--- src/design/npcs_pkg.sv ---
// ---------------------------------------------------------------------------
// npcs_pkg: shared types and constants for the nearest palette colour search
// Palette geometry, command encoding and stream widths used by all modules.
// ---------------------------------------------------------------------------
`default_nettype none

package npcs_pkg;

	// palette geometry: four entries per row, one row read per cycle
	localparam int PAL_ENTRIES = 256;
	localparam int LANES       = 4;
	localparam int LANE_W      = 2;
	localparam int ROWS        = (PAL_ENTRIES + LANES - 1) / LANES;
	localparam int ROW_W       = (ROWS > 1) ? $clog2(ROWS) : 1;
	localparam int SLOT_W      = ROW_W + LANE_W;
	localparam int SLOTS       = ROWS * LANES;

	// field widths
	localparam int IDX_W  = 8;
	localparam int COMP_W = 8;
	localparam int RGB_W  = 3 * COMP_W;
	localparam int DIST_W = 18;

	// stream widths
	localparam int S_TDATA_W = 40;
	localparam int S_TUSER_W = 2;
	localparam int M_TDATA_W = 8;

	// special source indices of the select map
	localparam logic [IDX_W-1:0]  SHADOW_SRC = 8'd168;
	localparam logic [IDX_W-1:0]  MOUSE_SRC  = 8'd255;
	localparam logic [COMP_W-1:0] COMP_MAX   = 8'd255;

	// divide by three through a reciprocal, exact for sums below 2048
	localparam logic [9:0] THIRD_RECIP = 10'd683;
	localparam int         THIRD_SHIFT = 11;

	// command queue
	localparam int CMDQ_DEPTH = 2;
	localparam int CMDQ_PTR_W = (CMDQ_DEPTH > 1) ? $clog2(CMDQ_DEPTH) : 1;
	localparam int CMDQ_CNT_W = $clog2(CMDQ_DEPTH + 1);

	typedef enum logic [1:0] {
		KIND_WRITE  = 2'd0,
		KIND_MATCH  = 2'd1,
		KIND_SELECT = 2'd2,
		KIND_TRANS  = 2'd3
	} kind_t;

	typedef enum logic [2:0] {
		OP_WRITE  = 3'd0,
		OP_MATCH  = 3'd1,
		OP_WHITE  = 3'd2,
		OP_AVG    = 3'd3,
		OP_BRIGHT = 3'd4
	} op_t;

	typedef struct packed {
		logic [COMP_W-1:0] red;
		logic [COMP_W-1:0] green;
		logic [COMP_W-1:0] blue;
	} colour_t;

	typedef struct packed {
		op_t              op;
		logic [IDX_W-1:0] src_index;
		logic [IDX_W-1:0] dst_index;
		colour_t          colour;
	} cmd_t;

endpackage

`default_nettype wire

--- src/design/npcs_front.sv ---
// ---------------------------------------------------------------------------
// npcs_front: input side of the nearest palette colour search
// Takes stream items, classifies them into commands and feeds the queue.
// ---------------------------------------------------------------------------
`default_nettype none

module npcs_front (
	input  wire logic                           s_tvalid,
	output logic                                s_tready,
	// src_index, dst_index, red, green, blue
	input  wire logic [npcs_pkg::S_TDATA_W-1:0] s_tdata,
	// kind
	input  wire logic [npcs_pkg::S_TUSER_W-1:0] s_tuser,
	input  wire logic                           q_full,
	output logic                                q_push,
	output npcs_pkg::cmd_t                      q_cmd
);

	npcs_pkg::kind_t kind;
	logic            keep;

	always_comb begin
		kind                 = npcs_pkg::kind_t'(s_tuser);
		q_cmd.src_index      = s_tdata[7:0];
		q_cmd.dst_index      = s_tdata[15:8];
		q_cmd.colour.red     = s_tdata[23:16];
		q_cmd.colour.green   = s_tdata[31:24];
		q_cmd.colour.blue    = s_tdata[39:32];
		keep                 = 1'b1;
		unique case (kind)
			npcs_pkg::KIND_WRITE: begin
				q_cmd.op = npcs_pkg::OP_WRITE;
				// writes beyond the palette are dropped here
				keep = ({1'b0, s_tdata[7:0]} < 9'(npcs_pkg::PAL_ENTRIES));
			end
			npcs_pkg::KIND_MATCH: begin
				q_cmd.op = npcs_pkg::OP_MATCH;
			end
			npcs_pkg::KIND_SELECT: begin
				if (s_tdata[7:0] == npcs_pkg::SHADOW_SRC) begin
					q_cmd.op = npcs_pkg::OP_WHITE;
				end else if (s_tdata[7:0] == npcs_pkg::MOUSE_SRC) begin
					q_cmd.op = npcs_pkg::OP_BRIGHT;
				end else begin
					q_cmd.op = npcs_pkg::OP_AVG;
				end
			end
			npcs_pkg::KIND_TRANS: begin
				q_cmd.op = npcs_pkg::OP_AVG;
			end
			default: begin
				q_cmd.op = npcs_pkg::OP_AVG;
			end
		endcase
	end

	assign s_tready = !q_full;
	assign q_push   = s_tvalid && !q_full && keep;

endmodule

`default_nettype wire

--- config.mk ---
export PLATFORM = sky130hd
export DESIGN_NAME = npcs_front
export DESIGN_NICKNAME = d
export VERILOG_FILES = /design/src/design/npcs_pkg.sv /design/src/design/npcs_front.sv
export SDC_FILE = /design/constraint.sdc
export NUM_CORES = 1
export LEC_CHECK = 0
export ABC_AREA = 1
export BUFFER_PORTS_ARGS = -buffer_cell sky130_fd_sc_hd__buf_2
export CAP_MARGIN = 20
export CORE_MARGIN = 5
export CORE_UTILIZATION = 27
export DETAILED_ROUTE_END_ITERATION = 8
export GPL_ROUTABILITY_DRIVEN = 0
export PLACE_DENSITY = 0.95
export RECOVER_POWER = 50
export SYNTH_ARGS = -nofsm -noshare
export SYNTH_HDL_FRONTEND = slang
export SYNTH_SLANG_ARGS = --single-unit
export TNS_END_PERCENT = 1
--- constraint.sdc ---
create_clock -name vclk -period 2.4
set_input_delay 0.72 -clock vclk [all_inputs]
set_output_delay 0.72 -clock vclk [all_outputs]
set_load 0.1 [all_outputs]
Word-level counts from Yosys, hierarchy flattened
Cells that the tools add are included.
Storage, ports and cells
  register bits: 0
  output and inout port bits: 45
Cells by class
  eq/ne operators: 5
  multiplexer cells: 3
  reduce and logical (&&, ||, !) cells: 3
Operators by type and width (number)
  8-bit == test, second input constant: 2
  3-bit case mux with 4 select lines: 1
  3-bit 2-to-1 mux: 2
  2-bit == test, second input constant: 2
  2-bit by 1-bit == test with 1-bit output, second input constant: 1
  2-bit zero test: 1
  1-bit logical AND: 1
  1-bit zero test: 1

Logic depth before layout (Yosys ltp)
  depth in word-level cells: 4
  gate-level depth with buffers: 6
  depth with buffers taken out: 6

Worst setup path after synthesis
OpenSTA, ideal clock, no wires.
  path kind: input port to output port
  start point: input port s_tdata[5] (netlist bit)
  end point: output port q_cmd[41] (netlist bit)
  arrival: 2515 ps
  setup slack: -835 ps
  stages: 3
  path through: nand2_1 -> nor2_2 -> a31oi_1
RTL lines
  start: declaration: RTL line npcs_front.sv:11  | input wire logic [npcs_pkg::S_TDATA_W-1:0] s_tdata,
  end: declaration: RTL line npcs_front.sv:16  | output npcs_pkg::cmd_t q_cmd

==> metrics <==
status=completed; RSZ-0062 raised after global routing=no; die width=a little under 50 um; Post-Place Worst Slack=~0.18 ns; I/O pin count=89; Syn-to-layout area delta=-22.4%; number of distinct library cells after synthesis=9; final hold vios=0; average wire per standard cell=about 11 um; post-synthesis cell area=424 um^2; # diodes=0; Port Buf Inserts=25; Post-DRT Antenna Nets=0; routed vias=261; period utilization=0.918; crit path cell chain=buf_2 -> nand2_1 -> nor2_2 -> nand2_2 -> nor3_4 -> buf_12; Residual DRC=0; area of the multi-input gates=105 um^2; Mean Syn Cell Area=between 6 and 7 um^2; Core Box Area=1510 um^2; sequential share of the synthesized area=0; Layout Cells excl Fill=approximately 70; hold slack final=1.44 ns; PD cells=roughly 370 nW/um^2; Placed Cells=68; final setup vio count=0; Syn Inst Count=67; CTS resizes=0; Seq cells=0; Seq pwr share=0; critical path's largest stage delay=0.20 ns; pin count of the biggest net entering global routing=4; Worst EP arrival=between 1 and 1.5 ns; Slew @ Worst Pin=0.488 ns; min Tclk post-route=2.20 ns; FILL cells=~170; cell family with most CP delay=simple AND/OR/NAND/NOR gates; Rel. slew slack=0.677; Psw=~97 uW; internal power=approximately 24 uW; Max FO, Critical Path=2; total track usage=0.0521; kind of critical path=input port to primary output; Ys Warns=0; Die H=slightly below 50 um; FF/Latch Area=0 um^2; fmax=454 MHz; WP data required=1.68 ns; maximum VDD drop=114 uV; DRT Pass-1 Iters=2; die area=2460 um^2; HPWL after DPL=668 um; Rows=14; vias in the first global route=roughly 260; Slew Limit Fails=0; nets@finish=98; Syn Nets=~110; DR vias/cell=roughly 3.8; layout cell share with drive strength beyond 1=0.615; hold_buf cts=0; DRT iter0 DRCs=1; first-pass GRT wire length=around 1.1 mm; Final WS setup=0.196 ns; clock share of power=0; slowest CP cell=buf_12; HP Class=input port to primary output; CP bufs+invs=2; setup bufs post-CTS=0; gr ovfl total=0; maxcap violations=0; Final Util=0.218; leakage=0.203 nW; Net Sw Frac=0.801; initial antenna violation count=0; Setup crit start kind=input port; Crit. End Element=primary output; DRT Wirelength=around 720 um; Initial Util=0.282; Layout clock buffers=0; logic gate share of total power=1.000
==> synthesized netlist by cell type <==
library cell	instances	area (um^2)
nand2_1	9	33.8
nand3_2	1	10.0
nor2_2	2	12.5
inv_1	9	33.8
nand2_2	1	6.26
a31oi_1	1	6.26
buf_4	40	300
nor3_2	1	10.0
nor2_1	3	11.3
==> path summary, 6_finish.rpt <==
path   startpoint        end  depth (start not counted)
max    s_tdata[5]  q_cmd[42]                          6
min   s_tdata[30]  q_cmd[14]                          0
==> metal layers <==
metal	track usage	up-vias	routed length, um
li1	-	128	-
met1	0.0503	88	222
met2	0.0784	33	270
met3	0.0331	12	180
met4	0.0393	0	50
met5	0	-	0
==> cell families (layout without fill, tap and decap cells) <==
kind of cell           count (synthesis)  in the layout  synth area share
AO/OA/AOI/OAI                          1              1            0.0148
buffers and inverters                 49             34             0.788
AND/OR/NAND/NOR                       17             17             0.198
==> metrics by stage <==
| step | cell area [um^2] | setup TNS (ns) | power [mW] |
|---|---|---|---|
| floorplan | 439 | -0.246 | 0.352 |
| global placement | 329 | 0 | 0.121 |
| detailed placement | 329 | 0 | 0.122 |
| CTS | 329 | 0 | 0.122 |
| global route | 329 | 0 | 0.126 |
| finish | 329 | 0 | 0.121 |
==> cells in the final DEF (no fill, tap or decap), drive strengths merged <==
cell type,Yosys,layout
a31oi,1,1
buf,40,25
inv,9,9
nand2,10,10
nand3,1,1
nor2,5,5
nor3,1,1
==> final cells by class <==
type,instances,area share
inverters,9,0.103
multi-input cells,18,0.319
well taps,16,0.0608
repair buffers,25,0.517
==> power groups by stage <==
stage / sequential (mW) / combinational [mW] / clock [mW]
6_report: 0 / 0.121 / 0
5_1_grt: 0 / 0.126 / 0
4_1_cts: 0 / 0.122 / 0
3_5_place_dp: 0 / 0.122 / 0
3_3_place_gp: 0 / 0.121 / 0
2_1_floorplan: 0 / 0.352 / 0
Note: power is estimated with default switching activity, not from simulation.
