## config.mk

```make
export PLATFORM = sky130hd
export DESIGN_NAME = npcs_cmd_fifo
export DESIGN_NICKNAME = d
export VERILOG_FILES = /design/src/design/npcs_pkg.sv /design/src/design/npcs_cmd_fifo.sv
export SDC_FILE = /design/constraint.sdc
export NUM_CORES = 1
export LEC_CHECK = 0
export ABC_AREA = 0
export BUFFER_PORTS_ARGS = -buffer_cell sky130_fd_sc_hd__buf_2
export CORE_UTILIZATION = 45
export DETAILED_ROUTE_END_ITERATION = 10
export PLACE_DENSITY = 0.7
export SLEW_MARGIN = 20
export SYNTH_ARGS = -nofsm -noshare
export SYNTH_HDL_FRONTEND = slang
export SYNTH_SLANG_ARGS = --single-unit
```

## constraint.sdc

```tcl
create_clock -name clk -period 3.6 [get_ports clk]
set_clock_uncertainty 0.15 [all_clocks]
set_input_delay 0.72 -clock clk [delete_from_list [all_inputs] [get_ports clk]]
set_output_delay 0.72 -clock clk [all_outputs]
set_load 0.01 [all_outputs]
```

## src/design/npcs_pkg.sv

```systemverilog
// ---------------------------------------------------------------------------
// npcs_pkg: shared types and constants for the nearest palette colour search
// Palette geometry, command encoding and stream widths used by all modules.
// ---------------------------------------------------------------------------
`default_nettype none

package npcs_pkg;

	// palette geometry: four entries per row, one row read per cycle
	localparam int PAL_ENTRIES = 256;
	localparam int LANES       = 4;
	localparam int LANE_W      = 2;
	localparam int ROWS        = (PAL_ENTRIES + LANES - 1) / LANES;
	localparam int ROW_W       = (ROWS > 1) ? $clog2(ROWS) : 1;
	localparam int SLOT_W      = ROW_W + LANE_W;
	localparam int SLOTS       = ROWS * LANES;

	// field widths
	localparam int IDX_W  = 8;
	localparam int COMP_W = 8;
	localparam int RGB_W  = 3 * COMP_W;
	localparam int DIST_W = 18;

	// stream widths
	localparam int S_TDATA_W = 40;
	localparam int S_TUSER_W = 2;
	localparam int M_TDATA_W = 8;

	// special source indices of the select map
	localparam logic [IDX_W-1:0]  SHADOW_SRC = 8'd168;
	localparam logic [IDX_W-1:0]  MOUSE_SRC  = 8'd255;
	localparam logic [COMP_W-1:0] COMP_MAX   = 8'd255;

	// divide by three through a reciprocal, exact for sums below 2048
	localparam logic [9:0] THIRD_RECIP = 10'd683;
	localparam int         THIRD_SHIFT = 11;

	// command queue
	localparam int CMDQ_DEPTH = 2;
	localparam int CMDQ_PTR_W = (CMDQ_DEPTH > 1) ? $clog2(CMDQ_DEPTH) : 1;
	localparam int CMDQ_CNT_W = $clog2(CMDQ_DEPTH + 1);

	typedef enum logic [1:0] {
		KIND_WRITE  = 2'd0,
		KIND_MATCH  = 2'd1,
		KIND_SELECT = 2'd2,
		KIND_TRANS  = 2'd3
	} kind_t;

	typedef enum logic [2:0] {
		OP_WRITE  = 3'd0,
		OP_MATCH  = 3'd1,
		OP_WHITE  = 3'd2,
		OP_AVG    = 3'd3,
		OP_BRIGHT = 3'd4
	} op_t;

	typedef struct packed {
		logic [COMP_W-1:0] red;
		logic [COMP_W-1:0] green;
		logic [COMP_W-1:0] blue;
	} colour_t;

	typedef struct packed {
		op_t              op;
		logic [IDX_W-1:0] src_index;
		logic [IDX_W-1:0] dst_index;
		colour_t          colour;
	} cmd_t;

endpackage

`default_nettype wire

```

## src/design/npcs_cmd_fifo.sv

```systemverilog
// ---------------------------------------------------------------------------
// npcs_cmd_fifo: command queue between front and back
// Short register queue so that either side can stall on its own.
// ---------------------------------------------------------------------------
`default_nettype none

module npcs_cmd_fifo (
	input  wire logic           clk,
	input  wire logic           arst_n,
	input  wire logic           push,
	input  npcs_pkg::cmd_t      push_cmd,
	output logic                full,
	input  wire logic           pop,
	output logic                head_valid,
	output npcs_pkg::cmd_t      head_cmd
);

	npcs_pkg::cmd_t                  slot_q [npcs_pkg::CMDQ_DEPTH];
	logic [npcs_pkg::CMDQ_PTR_W-1:0] wr_ptr_q;
	logic [npcs_pkg::CMDQ_PTR_W-1:0] rd_ptr_q;
	logic [npcs_pkg::CMDQ_CNT_W-1:0] cnt_q;
	logic                            do_push;
	logic                            do_pop;

	assign full       = (cnt_q == npcs_pkg::CMDQ_CNT_W'(npcs_pkg::CMDQ_DEPTH));
	assign head_valid = (cnt_q != '0);
	assign head_cmd   = slot_q[rd_ptr_q];
	assign do_push    = push && !full;
	assign do_pop     = pop && head_valid;

	always_ff @(posedge clk or negedge arst_n) begin
		if (!arst_n) begin
			wr_ptr_q <= '0;
			rd_ptr_q <= '0;
			cnt_q    <= '0;
		end else begin
			if (do_push) begin
				if (wr_ptr_q == npcs_pkg::CMDQ_PTR_W'(npcs_pkg::CMDQ_DEPTH - 1)) begin
					wr_ptr_q <= '0;
				end else begin
					wr_ptr_q <= wr_ptr_q + 1'b1;
				end
			end
			if (do_pop) begin
				if (rd_ptr_q == npcs_pkg::CMDQ_PTR_W'(npcs_pkg::CMDQ_DEPTH - 1)) begin
					rd_ptr_q <= '0;
				end else begin
					rd_ptr_q <= rd_ptr_q + 1'b1;
				end
			end
			if (do_push && !do_pop) begin
				cnt_q <= cnt_q + 1'b1;
			end else if (do_pop && !do_push) begin
				cnt_q <= cnt_q - 1'b1;
			end
		end
	end

	always_ff @(posedge clk) begin
		if (do_push) begin
			slot_q[wr_ptr_q] <= push_cmd;
		end
	end

endmodule

`default_nettype wire

```

# Yosys cells after proc, flatten, opt, wreduce, memory -nomap -nowiden
# Memories as Yosys holds them, arrays and structs flattened.
# Index checks and enable logic that the tools add are counted.
# W data, S select, Z words.
[word_totals] regBits=4 output_inout_bits=45 wordCells=24 ramBits=86 n_memories=1
[memory_table] name="slot_q" words=2 word_bits=43 rd=1 rd_clocked_by_memory_dff=0 wr=1 line_no="npcs_cmd_fifo.sv:18" rtl="npcs_pkg::cmd_t slot_q [npcs_pkg::CMDQ_DEPTH];"
[op_classes] n_reduce_logical=9 n_eq_ne=1 n_addsub=4 n_mux=6
[ops] operator="$logic_and A1 B1 Y1" n=4
[ops] operator="$mux W1" n=4
[ops] operator="$mux W2" n=2
[ops] operator="$reduce_bool A2 Y1" n=2
[ops] operator="$logic_not A1 Y1" n=3
[ops] operator="$add A1 B1 Y1 const B" n=2
[ops] operator="$add A2 B1 Y2 const B" n=1
[ops] operator="$eq A2 B2 Y1 const B" n=1
[ops] operator="$sub A2 B1 Y2 const B" n=1

# Longest topological paths before layout
[logic_depth] depth_word=7 depth_mapped=7 depth_no_buf=7

# Least setup slack after synthesis
# OpenSTA, ideal clock, no wires.
[synth_timing] kind="in2reg" from="in push" to="mem slot_q[0][0] (netlist bit), enable pin" t_arrival_ps=2618 cell_stages=2 n_path_buf=0 setup_slack_ps=389 path_cell_list="nand2_1 nor2_1"
[synth_via] elab_chain_cells=3
[synth_rtl] element="start: declaration" line_no="npcs_cmd_fifo.sv:10" rtl="input wire logic push,"
[synth_rtl] element="$logic_and A1 B1 Y1" line_no="npcs_cmd_fifo.sv:28" rtl="assign do_push = push && !full;"
[synth_rtl] element="$mux W1" line_no="npcs_cmd_fifo.sv:60" rtl="if (do_push) begin"
[synth_rtl] element="$mux W1 (not written as such)" line_no="npcs_cmd_fifo.sv:61" rtl="slot_q[wr_ptr_q] <= push_cmd;"
[synth_rtl] element="end: declaration" line_no="npcs_cmd_fifo.sv:18"
# Every way passes these cells.

==> results.md <==
* Hold crit path type: in -> async
* Final wirelength at roughly 5400 microns
* Fmax at approximately 360 MHz
* Wl on met1 at approximately 2200 microns
* Yosys top cell by area: edfxtp_1
* Post-DP Area at ~0.004 sq mm
* Drt drc at 0
* CP Class: reg -> out
* Skew-Pair Late Insertion Delay at around 0.33 ns
* Largest net degree at the start of global routing at between 40 and 50
* CP Data Arrival Time at roughly 1.9 ns
* Final period util at roughly three quarters
* Final instance area at between 0.004 and 0.005 sq mm
* Global-route wire length before repair at 8420 microns
* Reg2Reg Depth at 4
* Met3 WL at roughly 310 microns
* Post-DP HPWL at 3630 microns
* Final nets at between 300 and 400
* Post-synth top area share at roughly 74%
* Hold_buf cts at 0
* Status: complete, no violations
* Routed Antenna Nets at 0
* Height of the die at 90.3 microns
* Peak VDD IR at between 0.5 and 0.6 mV
* Layout Area Growth over Synthesis at 21.3%
* Clk buf depth at 2
* Lkg Pwr at roughly 1.7 nW
* Cell Chain, Critical Path: buf_12 > mux2_2 > buf_2
* Post-synthesis register bit count at 90
* Storage element area at 0.00268 sq mm
* Ys Warns at 0
* # setup viols final at 0
* Post-synthesis average cell area at between 20 and 25 sq um
* Setup TNS at 0 ns
* Fin crit period at around 2.8 ns
* Synthesized cell area at about 0.0035 sq mm
* Port Buffers at 91
* Worst path required time at 2.73 ns
* R2r endpoint: slot_q[0][6]$_DFFE_PP_
* TritonCTS Sinks at 90
* I/O pin count at 92
* Startpoint types: register
* Top cells by area, synth: edfxtp_1, mux2_4, dfrtp_1
* Root buffer cell: clkbuf_8
* Top Metal Used: met4
* Max-Cap Viols at 0
* Synth Instances at ~150
* Ant. Diodes at 0
* Critical path's slowest cell: dfrtp_2
* Core Area at 0.00741 sq mm
* Syn nets at about 200
* H-Tree Level Count at 3
* Worst-Margin Slew at 0.582 ns
* Non-Filler Instances at approximately 360
* Post-synthesis sequential area ratio at between 70% and 80%
* FILL cells at 589
* Placer Congestion at ~0.66
* Worst Setup End Kind: primary output
* DR WL met2 at 2780 microns
* CTS tree: built
* Multi-input gate area at between 700 and 800 sq um
* Final Hold Viols at 0
* Initial Utilization at 47.3%
* Avg WL per Cell at around 15 microns
* Vias per cell at 4.68
* Antenna violations before repair at 0
* Final Max Slew Viols at 0
* Worst slew margin at about three fifths
* Clock transition at path regs at 0.07 ns
* Reg2reg setup slack at between 1.5 and 2 ns
* Site row count at 31
* Crit Path Max Fanout at 27
* Worst r2r src: cnt_q[0]$_DFFE_PN0P_
* GRT Total Usage at 13.8%
* Grt total ovfl at 0
* Fin util at 57.4%
* Drt first pass iters at 4
* CTS buffer count at 9
* Layout cell share with drive strength beyond 1 at between 60% and 70%
* Via count at ~1700
* Die area at just over 0.008 sq mm
* Dpl cells at roughly 340
* Number of global-route vias before repair at about 1700
* RSZ-0062 raised after global routing: false
* Die Span X at 90.3 microns
* Post-CTS sizing at 0
* Cell Pwr Density at a little under 800 mW/mm^2
* CP peak stage delay at between 0.7 and 0.8 ns
* Initial DRC count at 37
* Distinct cell type count of the synthesized netlist at 16
* # Post-CTS Setup Buffers at 0
metal layers:
layer / global-route usage (%) / vias up
met5: 0 / -
met1: 16.4 / 813
met4: 6.85 / 0
li1: - / 791
met3: 3.54 / 8
met2: 23.3 / 59
cells in the final DEF, fill, tap and decap left out:
| cell type | instances |
|---|---|
| clkinv_2 | 2 |
| nand2_1 | 1 |
| inv_1 | 2 |
| or2_1 | 1 |
| and3_2 | 1 |
| clkinv_1 | 1 |
| xnor2_1 | 3 |
| dfrtp_1 | 3 |
| mux2_4 | 39 |
| xor2_1 | 2 |
| buf_12 | 1 |
| nor2_4 | 1 |
| nor2_1 | 1 |
| nand2b_1 | 1 |
| buf_4 | 3 |
| clkinv_4 | 1 |
| edfxtp_1 | 86 |
| clkbuf_8 | 9 |
| mux2_2 | 4 |
| buf_2 | 91 |
| dfrtp_2 | 1 |
| ha_1 | 1 |
| bufinv_16 | 2 |
| nand2_2 | 1 |
report_power, final:
part           total (mW)  switching, mW  internal (mW)  leakage, nW
logic                1.11          0.517          0.594        0.777
registers            1.56          0.122           1.43        0.845
clock network       0.700          0.317          0.383        0.106
flip-flops by register name (all words and copies together) (netlist names):
name      flops
wr_ptr_q      1
cnt_q         2
slot_q       86
rd_ptr_q      1
kinds of logic after synthesis:
kind of cell / after synthesis / synth area share [%]
flip-flops: 90 / 76.5
multiplexers: 43 / 18.0
buffers and inverters: 7 / 2.82
AND/OR/NAND/NOR: 7 / 1.04
XOR/XNOR: 5 / 1.25
adder cells (fa/ha/maj): 1 / 0.357
cell type report:
cell class	count	area share [%]
clock buffers	9	2.91
clock inverters	6	1.94
inverters	2	0.177
multi-input cells	56	17.2
flip-flops and latches	90	63.1
well taps	99	2.91
repair buffers	95	11.7
critical path, delay by kind of cell (launching register included):
family	cells	cell delay [ns]
buffers and inverters	2	0.43
DFF	1	0.74
muxes	1	0.36
through the flow:
step | setup WS [ns] | power, mW | hold slack, ns
after CTS | 0.792 | 3.42 | 0.00709
after global placement | 1.18 | 2.69 | 0.327
after detailed placement | 1.17 | 2.71 | 0.326
after global routing | 0.749 | 3.53 | 0.0117
final | 0.837 | 3.37 | 0.0222
after floorplan | 0.389 | 2.42 | 0.274
worst max path at each step:
stage / cells after the start / to / start / slack [ns]
floorplan: 2 / slot_q[0][0]$_DFFE_PP_ / push / 0.39
global placement: 3 / head_cmd[21] / rd_ptr_q$_DFFE_PN0P_ / 1.18
detailed placement: 3 / head_cmd[27] / rd_ptr_q$_DFFE_PN0P_ / 1.17
CTS: 3 / head_cmd[22] / rd_ptr_q$_DFFE_PN0P_ / 0.79
global route: 3 / head_cmd[22] / rd_ptr_q$_DFFE_PN0P_ / 0.75
finish: 3 / head_cmd[22] / rd_ptr_q$_DFFE_PN0P_ / 0.84
Yosys cell counts:
cell	count
buf_6	1
mux2_4	39
nand2b_1	1
mux2_2	4
and3_1	1
nand2_1	1
nor2_1	2
edfxtp_1	86
xnor2_1	3
buf_12	4
or2_1	1
inv_1	2
nand2_2	1
dfrtp_1	4
xor2_1	2
ha_1	1
(Power assumes the default switching activity.)
